$ cat config.mk
export PLATFORM = sky130hd
export DESIGN_NAME = credentials_field_decoder
export DESIGN_NICKNAME = d
export VERILOG_FILES = /design/src/rtl/cfd_pkg.sv /design/src/rtl/cfd_cfg.sv /design/src/rtl/cfd_parse.sv /design/src/rtl/credentials_field_decoder.sv
export SDC_FILE = /design/constraint.sdc
export NUM_CORES = 1
export LEC_CHECK = 0
export BUFFER_PORTS_ARGS = -buffer_cell sky130_fd_sc_hd__buf_2
export CAP_MARGIN = 30
export CORE_MARGIN = 3
export CORE_UTILIZATION = 60
export CTS_BUF_LIST = sky130_fd_sc_hd__clkbuf_8 sky130_fd_sc_hd__clkbuf_16
export DETAILED_ROUTE_END_ITERATION = 8
export HOLD_SLACK_MARGIN = 0.06
export PLACE_DENSITY = 0.85
export SYNTH_ARGS = -nofsm -noshare
export SYNTH_HDL_FRONTEND = slang
export SYNTH_SLANG_ARGS = --single-unit
$ cat constraint.sdc
create_clock -name clk_i -period 11 [get_ports clk_i]
set_input_delay 1.65 -clock clk_i [delete_from_list [all_inputs] [get_ports clk_i]]
set_output_delay 1.65 -clock clk_i [all_outputs]
set_load 0.01 [all_outputs]
$ cat src/rtl/cfd_pkg.sv
package cfd_pkg;

  // Decoder phase within one message body
  typedef enum logic [2:0] {
    PH_LEN0  = 3'd0,
    PH_PAY0  = 3'd1,
    PH_LEN1  = 3'd2,
    PH_PAY1  = 3'd3,
    PH_AFTER = 3'd4,
    PH_ERROR = 3'd5
  } cfd_phase_e;

  // Result status codes
  typedef enum logic [2:0] {
    ST_OK        = 3'd0,
    ST_LEN0_MISS = 3'd1,
    ST_INV0      = 3'd2,
    ST_LEN1_MISS = 3'd3,
    ST_INV1      = 3'd4,
    ST_TRAIL     = 3'd5,
    ST_BUSY      = 3'd6
  } cfd_status_e;

  // Configuration register indexes
  localparam logic REG_MAX_FIRST  = 1'b0;
  localparam logic REG_MAX_SECOND = 1'b1;

  localparam logic [15:0] MAX_LEN_RESET = 16'd255;

  typedef struct packed {
    logic        payload_valid;
    logic        field_index;
    logic [7:0]  payload_byte;
    logic        field_last;
    logic        done_res;
    cfd_status_e status;
  } cfd_res_t;

  typedef struct packed {
    cfd_phase_e  phase;
    cfd_status_e err;
  } cfd_state_t;

endpackage

$ cat src/rtl/cfd_cfg.sv
module cfd_cfg
  import cfd_pkg::*;
(
  input  logic        clk_i,
  input  logic        rst_ni,
  input  logic        psel,
  input  logic        penable,
  input  logic        pwrite,
  input  logic [2:0]  paddr,
  input  logic [31:0] pwdata,
  output logic [31:0] prdata,
  output logic        pready,
  output logic [15:0] max_first_o,
  output logic [15:0] max_second_o
);

  logic [15:0] max_first_q, max_first_d;
  logic [15:0] max_second_q, max_second_d;
  logic        wr_en;

  assign pready = 1'b1;
  assign wr_en  = psel & penable & pwrite;

  always_comb begin
    max_first_d  = max_first_q;
    max_second_d = max_second_q;
    if (wr_en) begin
      unique case (paddr[2])
        REG_MAX_FIRST:  max_first_d  = pwdata[15:0];
        REG_MAX_SECOND: max_second_d = pwdata[15:0];
        default: ;
      endcase
    end
  end

  always_ff @(posedge clk_i or negedge rst_ni) begin
    if (!rst_ni) begin
      max_first_q  <= MAX_LEN_RESET;
      max_second_q <= MAX_LEN_RESET;
    end else begin
      max_first_q  <= max_first_d;
      max_second_q <= max_second_d;
    end
  end

  always_comb begin
    unique case (paddr[2])
      REG_MAX_FIRST:  prdata = {16'd0, max_first_q};
      REG_MAX_SECOND: prdata = {16'd0, max_second_q};
      default:        prdata = 32'd0;
    endcase
  end

  assign max_first_o  = max_first_q;
  assign max_second_o = max_second_q;

endmodule

$ cat src/rtl/cfd_parse.sv
module cfd_parse
  import cfd_pkg::*;
(
  input  logic        clk_i,
  input  logic        rst_ni,
  input  logic        step_i,
  input  logic        cmd_i,
  input  logic [7:0]  byte_i,
  input  logic [15:0] max_first_i,
  input  logic [15:0] max_second_i,
  output cfd_res_t    res_o,
  output cfd_state_t  st_o
);

  cfd_phase_e  phase_q, phase_d;
  cfd_status_e err_q, err_d;
  logic [23:0] acc_q, acc_d;
  logic [1:0]  cnt_q, cnt_d;
  logic [15:0] left_q, left_d;

  logic [31:0] len_full;
  logic [15:0] max_sel;
  logic        second;
  logic        len_bad;

  assign len_full = {acc_q, byte_i};
  assign second   = (phase_q == PH_LEN1) || (phase_q == PH_PAY1);
  assign max_sel  = second ? max_second_i : max_first_i;
  assign len_bad  = (len_full == 32'd0) || (len_full[31:16] != 16'd0) ||
                    (len_full[15:0] > max_sel);

  // Next state
  always_comb begin
    phase_d = phase_q;
    err_d   = err_q;
    acc_d   = acc_q;
    cnt_d   = cnt_q;
    left_d  = left_q;
    if (step_i) begin
      if (cmd_i) begin
        phase_d = PH_LEN0;
        err_d   = ST_OK;
        acc_d   = '0;
        cnt_d   = '0;
        left_d  = '0;
      end else begin
        unique case (phase_q)
          PH_LEN0, PH_LEN1: begin
            cnt_d = cnt_q + 2'd1;
            if (cnt_q == 2'd3) begin
              acc_d = '0;
              if (len_bad) begin
                phase_d = PH_ERROR;
                if (err_q == ST_OK) err_d = second ? ST_INV1 : ST_INV0;
              end else begin
                left_d  = len_full[15:0];
                phase_d = second ? PH_PAY1 : PH_PAY0;
              end
            end else begin
              acc_d = {acc_q[15:0], byte_i};
            end
          end
          PH_PAY0, PH_PAY1: begin
            if (left_q <= 16'd1) begin
              left_d  = '0;
              phase_d = second ? PH_AFTER : PH_LEN1;
            end else begin
              left_d = left_q - 16'd1;
            end
          end
          PH_AFTER: begin
            phase_d = PH_ERROR;
            if (err_q == ST_OK) err_d = ST_TRAIL;
          end
          default: ;
        endcase
      end
    end
  end

  // Result for the byte in the input register
  always_comb begin
    res_o        = '0;
    res_o.status = ST_BUSY;
    if (cmd_i) begin
      res_o.done_res = 1'b1;
      unique case (phase_q)
        PH_LEN0:  res_o.status = ST_LEN0_MISS;
        PH_PAY0:  res_o.status = ST_INV0;
        PH_LEN1:  res_o.status = ST_LEN1_MISS;
        PH_PAY1:  res_o.status = ST_INV1;
        PH_AFTER: res_o.status = ST_OK;
        default:  res_o.status = err_q;
      endcase
    end else if ((phase_q == PH_PAY0) || (phase_q == PH_PAY1)) begin
      res_o.payload_valid = 1'b1;
      res_o.field_index   = second;
      res_o.payload_byte  = byte_i;
      res_o.field_last    = (left_q <= 16'd1);
    end
  end

  always_ff @(posedge clk_i or negedge rst_ni) begin
    if (!rst_ni) begin
      phase_q <= PH_LEN0;
      err_q   <= ST_OK;
      acc_q   <= '0;
      cnt_q   <= '0;
      left_q  <= '0;
    end else begin
      phase_q <= phase_d;
      err_q   <= err_d;
      acc_q   <= acc_d;
      cnt_q   <= cnt_d;
      left_q  <= left_d;
    end
  end

  assign st_o.phase = phase_q;
  assign st_o.err   = err_q;

endmodule

$ cat src/rtl/credentials_field_decoder.sv
// Path: a request accepted into the input register moves to the result register when it
//   steps (one input register, one result register) and then waits on the result stream.
// Throughput: one request per cycle while the result stream is not stalled; each body
//   byte or end marker yields exactly one result.
// Reset: rst_ni is asynchronous, active low; parser returns to expecting the first
//   length, both maximum-length registers return to 255, both stages empty.
module credentials_field_decoder
  import cfd_pkg::*;
(
  input  logic        clk_i,
  input  logic        rst_ni,
  // request stream
  input  logic        s_axis_tvalid,
  output logic        s_axis_tready,
  input  logic [7:0]  s_axis_tdata,   // [7:0] data_byte
  input  logic [0:0]  s_axis_tuser,   // [0] command (1 = end of body)
  // result stream
  output logic        m_axis_tvalid,
  input  logic        m_axis_tready,
  output logic [15:0] m_axis_tdata,   // [7:0] payload_byte, [10:8] status, [15:11] zero
  output logic [2:0]  m_axis_tuser,   // [0] payload_valid, [1] field_index, [2] done_res
  output logic        m_axis_tlast,   // field_last
  // configuration
  input  logic        psel,
  input  logic        penable,
  input  logic        pwrite,
  input  logic [2:0]  paddr,
  input  logic [31:0] pwdata,
  output logic [31:0] prdata,
  output logic        pready
);

  logic [15:0] max_first, max_second;

  cfd_cfg u_cfg (
    .clk_i,
    .rst_ni,
    .psel,
    .penable,
    .pwrite,
    .paddr,
    .pwdata,
    .prdata,
    .pready,
    .max_first_o  (max_first),
    .max_second_o (max_second)
  );

  // Input register: holds one request in front of the parser.
  logic       in_vld_q, in_vld_d;
  logic       in_cmd_q;
  logic [7:0] in_byte_q;

  // Result register.
  logic       out_vld_q, out_vld_d;
  cfd_res_t   out_res_q;

  logic       advance;   // result register can take a new value
  logic       step;      // parser consumes the held request this cycle
  cfd_res_t   res;
  cfd_state_t st;

  assign advance       = !out_vld_q || m_axis_tready;
  assign step          = in_vld_q && advance;
  // Take a new request when the input register is empty or the held one moves on this
  // cycle, so a waiting result alone does not stall the stream.
  assign s_axis_tready = !in_vld_q || advance;

  always_comb begin
    in_vld_d = in_vld_q;
    if (s_axis_tready) in_vld_d = s_axis_tvalid;
  end

  always_ff @(posedge clk_i or negedge rst_ni) begin
    if (!rst_ni) begin
      in_vld_q <= 1'b0;
    end else begin
      in_vld_q <= in_vld_d;
    end
  end

  // Payload: no reset needed, qualified by in_vld_q.
  always_ff @(posedge clk_i) begin
    if (s_axis_tready) begin
      in_cmd_q  <= s_axis_tuser[0];
      in_byte_q <= s_axis_tdata;
    end
  end

  // Parser: combinational result for the held request; its state updates when the request steps.
  cfd_parse u_parse (
    .clk_i,
    .rst_ni,
    .step_i       (step),
    .cmd_i        (in_cmd_q),
    .byte_i       (in_byte_q),
    .max_first_i  (max_first),
    .max_second_i (max_second),
    .res_o        (res),
    .st_o         (st)
  );

  always_comb begin
    out_vld_d = out_vld_q;
    if (advance) out_vld_d = in_vld_q;
  end

  always_ff @(posedge clk_i or negedge rst_ni) begin
    if (!rst_ni) begin
      out_vld_q <= 1'b0;
    end else begin
      out_vld_q <= out_vld_d;
    end
  end

  // Hold the result while the consumer stalls; load it when a step fires.
  always_ff @(posedge clk_i) begin
    if (step) out_res_q <= res;
  end

  assign m_axis_tvalid = out_vld_q;
  assign m_axis_tdata  = {5'd0, out_res_q.status, out_res_q.payload_byte};
  assign m_axis_tuser  = {out_res_q.done_res, out_res_q.field_index,
                          out_res_q.payload_valid};
  assign m_axis_tlast  = out_res_q.field_last;

  // A kept error always parks the parser in the error hold phase.
  assert property (@(posedge clk_i) disable iff (!rst_ni)
    (st.err != ST_OK) |-> (st.phase == PH_ERROR))
    else $error("error code kept outside error hold");

  // The error hold phase is only entered with an error recorded.
  assert property (@(posedge clk_i) disable iff (!rst_ni)
    (st.phase == PH_ERROR) |-> (st.err != ST_OK))
    else $error("error hold without error code");

  // An end marker returns the parser to the first length with no error kept.
  assert property (@(posedge clk_i) disable iff (!rst_ni)
    (step && in_cmd_q) |=> (st.phase == PH_LEN0) && (st.err == ST_OK))
    else $error("body state not cleared after end marker");

  // Payload results carry busy status and never the end flag.
  assert property (@(posedge clk_i) disable iff (!rst_ni)
    (out_vld_q && out_res_q.payload_valid) |->
      (out_res_q.status == ST_BUSY) && !out_res_q.done_res)
    else $error("payload result with wrong status");

endmodule
Yosys cells after proc, flatten, opt, wreduce, memory -nomap -nowiden:

Index checks and enable logic that the tools add are counted.
W data, S select, Z words.

* $lt $le $gt $ge: 2
* reduce and logical (&&, ||, !) cells: 26
* muxes and demuxes: 28
* add/sub/neg operators: 2
* equality and inequality tests: 11
* bitwise gates (word level): 4

Operators by type and width (number)
* $mux W16: 5
* $mux W24: 3
* $pmux W32 S2: 1
* $logic_not A32 Y1: 1
* $pmux W16 S2: 1
* $mux W3: 10
* $gt A16 B16 Y1: 1
* $le A16 B1 Y1 const B: 1
* $reduce_bool A16 Y1: 1
* $sub A16 B1 Y16 const B: 1
* $ne A3 B2 Y1 const B: 5
* $pmux W3 S5: 1
* $mux W11: 1
* $pmux W3 S3: 1
* $reduce_and A4 Y1: 2
* $eq A3 B2 Y1 const B: 2
* $logic_not A3 Y1: 2
* $logic_or A1 B1 Y1: 6
* $mux W2: 3
* $pmux W3 S2: 1
* $reduce_and A2 Y1: 3
* $reduce_and A6 Y1: 1
* $reduce_bool A3 Y1: 2
* $reduce_or A2 Y1: 3
* 12 further kinds: 15

* word-level logic and storage cells: 90
* output and inout bits: 55
* register bits: 106
* input bits: 51

Logic depth before layout (Yosys ltp):

Gate-level depths: netlist of run 1.

* depth after elaboration: 9
* depth in mapped cells: 14
* mapped depth without buffers: 9

Hierarchy:

From an unflattened synthesis of run 1, not the netlist that was laid out.

* cell total of the unflattened synthesis: 521
* area, all modules: 5589.1 sq um

By module, submodules not included
* cfd_parse: area an instance 3123.0 sq um, seq. area each 1201.2 sq um, cells each 378, instances 1
* cfd_cfg: area an instance 1617.8 sq um, seq. area each 820.8 sq um, cells each 105, instances 1
* credentials_field_decoder: area an instance 848.3 sq um, seq. area each 770.7 sq um, cells each 38, instances 1

Least setup slack after synthesis of run 1:

No wires, ideal clock.

* path type: input -> output
* from: input port paddr[2]
* to: output port prdata[10]
* stages on the path: 3
* slack: 6667 ps
* required time: 9350 ps
* data arrival time: 2683 ps
* buffers on the path: 2
* path through: clkbuf_1 > clkbuf_1 > mux2_2

* cells in the longest elaborated chain, start to end: 2

RTL lines
* from (decl): RTL line credentials_field_decoder.sv:27 `input logic [2:0] paddr,`
* $not A1 Y1 (no source line)
* $pmux W32 S2 (*): RTL line cfd_cfg.sv:47 `unique case (paddr[2])`
* to (decl): RTL line credentials_field_decoder.sv:29 `output logic [31:0] prdata,`

Mark *: on every way between the ends. The rest lies on a longest branch, timed or not. The select of a mux whose other input is x is not followed.

Worst setup path after layout of run 1:

* from: input port paddr[2]
* to: output port prdata[0]

The elaborated chain is that of the path after synthesis.

==> results.py, run 1 <==
metrics = {
    "run_status": {
        "outcome": "complete, no violations",
    },
    "critical_path": {
        "required_ns": 9.35,
        "startpoint_type": "input port",
        "critical_path_arrival_ns": 2.56,
        "critPathTopFamily": "buffers and inverters",
        "critPathMaxStageDelay_ns": 0.40,
        "worstSetupPathType": "in2out",
        "crit_chain": "buf_2, mux2_2, buf_2",
        "r2r_slack_ns": 7.05,
        "cp_common_cell": "buf_2",
        "end_kind": "primary output",
        "critPathSlowestCell": "mux2_2",
        "path_buf_inv": 2,
        "critPathMaxFanout": 18,
    },
    "clocking": {
        "clkTransAtPathRegs_ns": 0.09,
        "cts.hold.buffers_added": 0,
        "numCtsBuffers": 9,
        "cts_tree": "built",
        "post_cts_buffers": 0,
        "htree_levels": 3,
        "cts_sinks": 106,
        "clock_path_buffers": 2,
        "insertion_delay_ns": 0.37,
        "root_buffer": "clkbuf_8",
        "cts_resized": 0,
    },
    "drt": {
        "drt_wl_total_um": 11800,
        "dr_total_vias": 4079,
        "drtIter0Drc": 302,
        "wl_per_cell_um": 17.3,
        "drtPass1Iterations": 5,
        "drt.antenna.violating_nets": 0,
        "drc": 0,
        "vias_per_cell": 5.98,
    },
    "finish": {
        "drive_gt1_share_pct": 29.4,
        "design_area_um2": 6150,
        "area_growth_pct": 9.24,
        "n_antenna_cell": 0,
        "nFillCells": 655,
        "fin_nets": 639,
        "fin_util_pct": 68.9,
    },
    "logic_synthesis": {
        "async_reset_ff_share_pct": 77.4,
        "ys_ff_latch": 106,
        "avgSynthCellArea_um2": 11.0,
        "syn_inst": 513,
        "yosysUniqueCellTypes": 61,
        "ys.flop_type": "dfrtp_1",
        "seq_area_frac_synth_pct": 49.6,
        "synth.cell_area_um2": 5630,
        "yosysWarnings": 0,
        "synth_edf_count": 24,
    },
    "timing": {
        "period_share_pct": 38.2,
        "setup_viol": 0,
        "finalHoldViolCount": 0,
        "tightest_slew_ns": 0.966,
        "max_freq_ghz": 0.238,
        "fin_skew_ns": 0.0164,
        "maxSlewHeadroom_pct": 35.3,
        "setup_tns_ns": 0,
        "rsz0062_at_grt": "no",
        "slew_viol_final": 0,
        "finalCriticalPeriod_ns": 4.21,
    },
    "min_path": {
        "hp-class": "reg2reg",
    },
    "job": {
        "maxCapViolCount": 0,
    },
    "pwr": {
        "power_switching_uw": 538,
        "power_density_nw_per_um2": 231,
        "p_int_uw": 885,
        "combPwrFrac_pct": 39.5,
        "seq_power_share_pct": 42.8,
        "finalPower_uw": 1420,
        "peakVddDrop_v": 0.000104,
        "clkPwrFrac_pct": 17.6,
        "p_leak_uw": 0.00275,
        "p_sw_share_pct": 37.8,
    },
    "floorplan": {
        "start_util_pct": 63.1,
        "io_pins": 106,
        "die-area_um2": 10600,
        "rows": 34,
        "fp.coreArea_um2": 8930,
        "die_y_um": 103,
        "die_w_um": 103,
    },
    "global_route": {
        "antenna_found_initial": 0,
        "grt_pass1_wl_um": 19400,
        "grt_pass1_vias": 4069,
        "grt_max_degree": 65,
        "grt_use_total_pct": 23.4,
        "overflow": 0,
    },
    "placed_design": {
        "port_buffers": 65,
        "hpwl_um": 8350,
        "dpl-instance-area_um2": 5940,
        "globalplace.congestion": 0.886,
    },
}
[cells by family after synthesis]
family	Yosys count	synth area share, %
mux	74	14.4
other cells	2	0.133
buf+inv	57	6.22
xor+xnor	7	1.09
compound gates	93	11.1
fa+ha+maj	19	4.22
flops	106	49.6
simple gates	155	13.3
[stage by stage]
stage | worst slack (ns) | std cells | hold WS (ns)
6_report | 6.79 | 682 | 0.495
5_1_grt | 6.75 | 682 | 0.526
4_1_cts | 6.79 | 681 | 0.496
3_5_place_dp | 6.79 | 665 | 0.475
3_3_place_gp | 6.72 | 663 | 0.463
2_1_floorplan | 6.67 | 533 | 0.449
[metal layers]
metal / global-route usage, % / up-vias / wire length [um]
met2: 38.6 / 177 / 5870
met1: 31.5 / 1969 / 4940
met5: 0 / - / 0
met4: 7.57 / 0 / 250
met3: 4.19 / 26 / 744
li1: - / 1907 / -
[synth_stat cells, types with 2 or more instances]
| cell type | n | area share [%] |
|---|---|---|
| or3_1 | 4 | 0.44 |
| buf_4 | 22 | 2.9 |
| nor4_1 | 10 | 1.1 |
| a32o_1 | 5 | 0.89 |
| nand3_1 | 3 | 0.27 |
| dfrtp_1 | 66 | 29 |
| and2_1 | 9 | 1.0 |
| nor3_2 | 2 | 0.36 |
| o21ai_0 | 37 | 3.3 |
| conb_1 | 2 | 0.13 |
| dfstp_2 | 16 | 7.5 |
| a22o_1 | 7 | 1.1 |
| nand4_1 | 6 | 0.67 |
| edfxtp_1 | 24 | 13 |
| o31ai_1 | 3 | 0.40 |
| a22oi_1 | 2 | 0.27 |
| xor2_1 | 3 | 0.47 |
| nor2b_1 | 4 | 0.44 |
| o211ai_1 | 2 | 0.27 |
| ha_1 | 19 | 4.2 |
| clkbuf_1 | 18 | 1.2 |
| a21oi_1 | 11 | 0.98 |
| mux2_2 | 56 | 11 |
| o22ai_1 | 2 | 0.22 |
| nor2_1 | 24 | 1.6 |
| a21o_1 | 4 | 0.53 |
| mux2i_1 | 18 | 3.2 |
| nand2_1 | 71 | 4.7 |
| inv_1 | 10 | 0.67 |
| nor3_1 | 7 | 0.62 |
| nand2b_1 | 4 | 0.44 |
| buf_6 | 3 | 0.60 |
| a211o_1 | 6 | 0.93 |
| clkbuf_8 | 3 | 0.73 |
| xnor2_1 | 4 | 0.62 |
[cells in the final DEF (no fill, tap or decap), drive strengths merged, types with 12 or more instances in the layout]
cell / instances
ha: 19
inv: 13
mux2: 56
buf: 72
mux2i: 18
dfstp: 16
nor2: 25
nand2: 71
edfxtp: 24
o21ai: 39
a21oi: 12
conb: 22
dfrtp: 66
[state kept, by name (all words and copies together) (netlist names)]
signal and flops:
u_parse.acc_q 24, u_cfg.max_first_o 16, u_cfg.max_second_o 16, u_parse.left_q 16, m_axis_tdata 11, in_byte_q 8, m_axis_tuser 3, u_parse.err_q 3
u_parse.phase_q 3, u_parse.cnt_q 2, in_cmd_q 1, in_vld_q 1, m_axis_tlast 1, m_axis_tvalid 1
[worst paths after layout]
path | startpoint | to | cells after the start
worst max-delay path | paddr[2] | prdata[0] | 3
worst min-delay path | u_parse.acc_q[22] | u_parse.acc_q[22] | 2
worst max register to register | u_parse.phase_q[1] | u_parse.left_q[13] | 10
worst min register to register | u_parse.acc_q[22] | u_parse.acc_q[22] | 2
max in group asynchronous | rst_ni | u_cfg.max_first_o[4] | 2
min in group asynchronous | rst_ni | u_parse.err_q[0] | 1
[final cells by class]
class	instances	area, um^2	area share [%]
clock inverter	5	46.3	0.752
multi-input combinational	370	2570	41.8
sequential	106	2790	45.4
inverter	10	37.5	0.610
timing repair buffer	72	408	6.63
tap	108	135	2.20
clock buffer	11	163	2.64
[power groups by stage]
stage	registers (uW)	clock network [uW]	logic (uW)
CTS	607	255	556
floorplan	581	0	453
detailed placement	614	0	553
global route	624	269	627
finish	609	251	562
global placement	607	0	519
[worst register-to-register path: cells and delay by family (launching register included)]
family                     cells  cell delay (ns)
adders and majority gates      1             0.25
and+or+nand+nor                3             0.88
DFF                            1             0.52
muxes                          2             0.62
AOI/OAI and AO/OA              3             1.32
buffers and inverters          1             0.25
No activity file was read; power rests on OpenSTA's default activity.
==> run 2: changes to the inputs <==
--- a/config.mk
+++ b/config.mk
@@ -8,11 +8,11 @@
 export BUFFER_PORTS_ARGS = -buffer_cell sky130_fd_sc_hd__buf_2
 export CAP_MARGIN = 30
 export CORE_MARGIN = 3
-export CORE_UTILIZATION = 60
+export CORE_UTILIZATION = 51
 export CTS_BUF_LIST = sky130_fd_sc_hd__clkbuf_8 sky130_fd_sc_hd__clkbuf_16
 export DETAILED_ROUTE_END_ITERATION = 8
 export HOLD_SLACK_MARGIN = 0.06
-export PLACE_DENSITY = 0.85
+export PLACE_DENSITY = 0.77
 export SYNTH_ARGS = -nofsm -noshare
 export SYNTH_HDL_FRONTEND = slang
 export SYNTH_SLANG_ARGS = --single-unit
==> constraint.sdc (replaced) <==
create_clock -name clk_i -period 3.5 [get_ports clk_i]
set_input_delay 0.525 -clock clk_i [delete_from_list [all_inputs] [get_ports clk_i]]
set_output_delay 0.525 -clock clk_i [all_outputs]
set_load 0.01 [all_outputs]
==> run 2 against run 1 <==
Die area grew 17%. Sequential share of layout area down 0.38 points. Hold slack lost 0.41 ns. Clock power rose to 2.8 times the previous value. Highest routed layer unchanged.
==> results.py, run 2 (synthesis results as in run 1) <==
metrics = {
    "placed_design": {
        "hpwl_um": 8400,
        "dp.cells": 699,
        "dpl-instance-area_um2": 6020,
        "port_buffers": 65,
        "globalplace.congestion": 0.925,
    },
    "floorplan": {
        "io_pins": 106,
        "fp.coreArea_um2": 10500,
        "rows": 37,
        "start_util_pct": 53.6,
        "die-area_um2": 12300,
        "die_y_um": 111,
        "die_w_um": 111,
    },
    "pwr": {
        "power_density_nw_per_um2": 712,
        "peakVddDrop_v": 0.000369,
        "p_leak_uw": 0.00274,
    },
    "drt": {
        "drtIter0Drc": 286,
        "wl_per_cell_um": 16.5,
        "dr_total_vias": 4007,
        "drtPass1Iterations": 5,
        "drt_wl_total_um": 11800,
        "vias_per_cell": 5.60,
        "drt.antenna.violating_nets": 0,
        "drc": 0,
    },
    "global_route": {
        "grt_max_degree": 53,
        "antenna_found_initial": 0,
        "grt_pass1_vias": 3965,
        "overflow": 0,
        "grt_use_total_pct": 19.5,
        "grt_pass1_wl_um": 19700,
    },
    "timing": {
        "fin_skew_ns": 0.0179,
        "tightest_slew_ns": 0.927,
        "finalCriticalPeriod_ns": 3.15,
        "max_freq_ghz": 0.317,
        "finalHoldViolCount": 0,
        "maxSlewHeadroom_pct": 37.9,
        "setup_tns_ns": 0,
        "period_share_pct": 90.1,
        "slew_viol_final": 0,
        "rsz0062_at_grt": "no",
        "setup_viol": 0,
    },
    "clocking": {
        "clkTransAtPathRegs_ns": 0.11,
        "root_buffer": "clkbuf_8",
        "insertion_delay_ns": 0.38,
        "cts_tree": "built",
        "post_cts_buffers": 0,
        "clock_path_buffers": 2,
        "cts.hold.buffers_added": 0,
        "cts_resized": 0,
        "numCtsBuffers": 9,
        "cts_sinks": 106,
        "htree_levels": 3,
    },
    "finish": {
        "final_common_cell": "nand2_1",
        "n_antenna_cell": 0,
        "largest_reg_flops": 24,
        "area_growth_pct": 10.2,
        "design_area_um2": 6210,
        "final_cells": 716,
        "top_register": "u_parse.acc_q",
        "fin_nets": 645,
        "drive_gt1_share_pct": 30.5,
        "mostFrequentLayoutCells": "nand2_1 (71), dfrtp_1 (66), buf_2 (64), mux2_2 (56), o21ai_0 (37)",
    },
    "critical_path": {
        "reg2reg_depth": 10,
        "worstSetupPathType": "reg2reg",
        "crit_chain": "nor2b_2, buf_12, mux2i_1, ha_1, a21o_1, a21o_1, a2111o_1, o31a_1, a21oi_4, mux2_2",
        "critPathMaxFanout": 17,
        "startpoint_type": "flip-flop",
        "required_ns": 3.76,
        "critPathMaxStageDelay_ns": 0.41,
        "rr_endpoint": "u_parse.left_q[10]",
        "cp_common_cell": "a21o_1",
        "critPathSlowestCell": "a2111o_1",
        "critical_path_arrival_ns": 3.41,
        "end_kind": "flip-flop",
        "r2r-start": "u_parse.phase_q[2]",
        "r2r_slack_ns": 0.35,
        "path_buf_inv": 1,
        "critPathTopFamily": "compound AO/OA/AOI/OAI gates",
    },
    "run_status": {
        "outcome": "complete, no violations",
    },
    "job": {
        "maxCapViolCount": 0,
    },
    "min_path": {
        "hp-class": "in2async",
    },
}
==> run 2: how the worst max path moves through the flow <==
stage                  startpoint                  to  cells after the start
5_1_grt        u_parse.phase_q[2]  u_parse.left_q[10]                     10
4_1_cts        u_parse.phase_q[2]  u_parse.left_q[10]                     10
2_1_floorplan  u_parse.phase_q[2]  u_parse.left_q[10]                     13
3_3_place_gp   u_parse.phase_q[2]   u_parse.left_q[5]                     10
3_5_place_dp   u_parse.phase_q[2]   u_parse.left_q[5]                     10
6_report       u_parse.phase_q[2]  u_parse.left_q[10]                     10
==> run 2: per-layer routing <==
metal	part of all wire [%]	vias to the layer above	wire length [um]	GRT usage, %
met5	0	-	0	0
met2	49	149	5820	33.1
met1	43	1916	5100	25.8
met3	6.6	16	777	3.98
li1	-	1926	-	-
met4	1.2	0	144	5.03
==> run 2: worst reg2reg max path: stages (launching register included) <==
cell,delay [ns]
dfrtp_1,0.40
nor2b_2,0.18
buf_12,0.20
mux2i_1,0.25
ha_1,0.27
a21o_1,0.16
a21o_1,0.17
a2111o_1,0.41
o31a_1,0.30
a21oi_4,0.34
mux2_2,0.38
==> run 2: area by class of cell <==
type	count	area, um^2
Clock buffer	9	124
Clock inverter	7	52.6
Fill cell	864	4300
Inverter	10	37.5
Multi-Input combinational cell	370	2570
Sequential cell	106	2790
Tap cell	136	170
Timing Repair Buffer	78	458
==> run 2: where the power goes <==
group | switching [uW] | internal (uW) | total (uW) | leakage [uW]
Combinational | 1000 | 815 | 1820 | 0.00140
Clock | 441 | 263 | 704 | 0.0000799
Sequential | 284 | 1610 | 1890 | 0.00126
==> run 2: through the flow <==
step	util, %	hold WS, ns	worst slack, ns	power [uW]
after floorplan	-	0.229	0.0878	3250
after global placement	57.0	0.460	0.411	3610
after detailed placement	57.3	0.473	0.352	3720
after CTS	59.0	0.0854	0.341	4420
after global routing	59.1	0.0836	0.206	4750
final	59.1	0.0872	0.347	4420
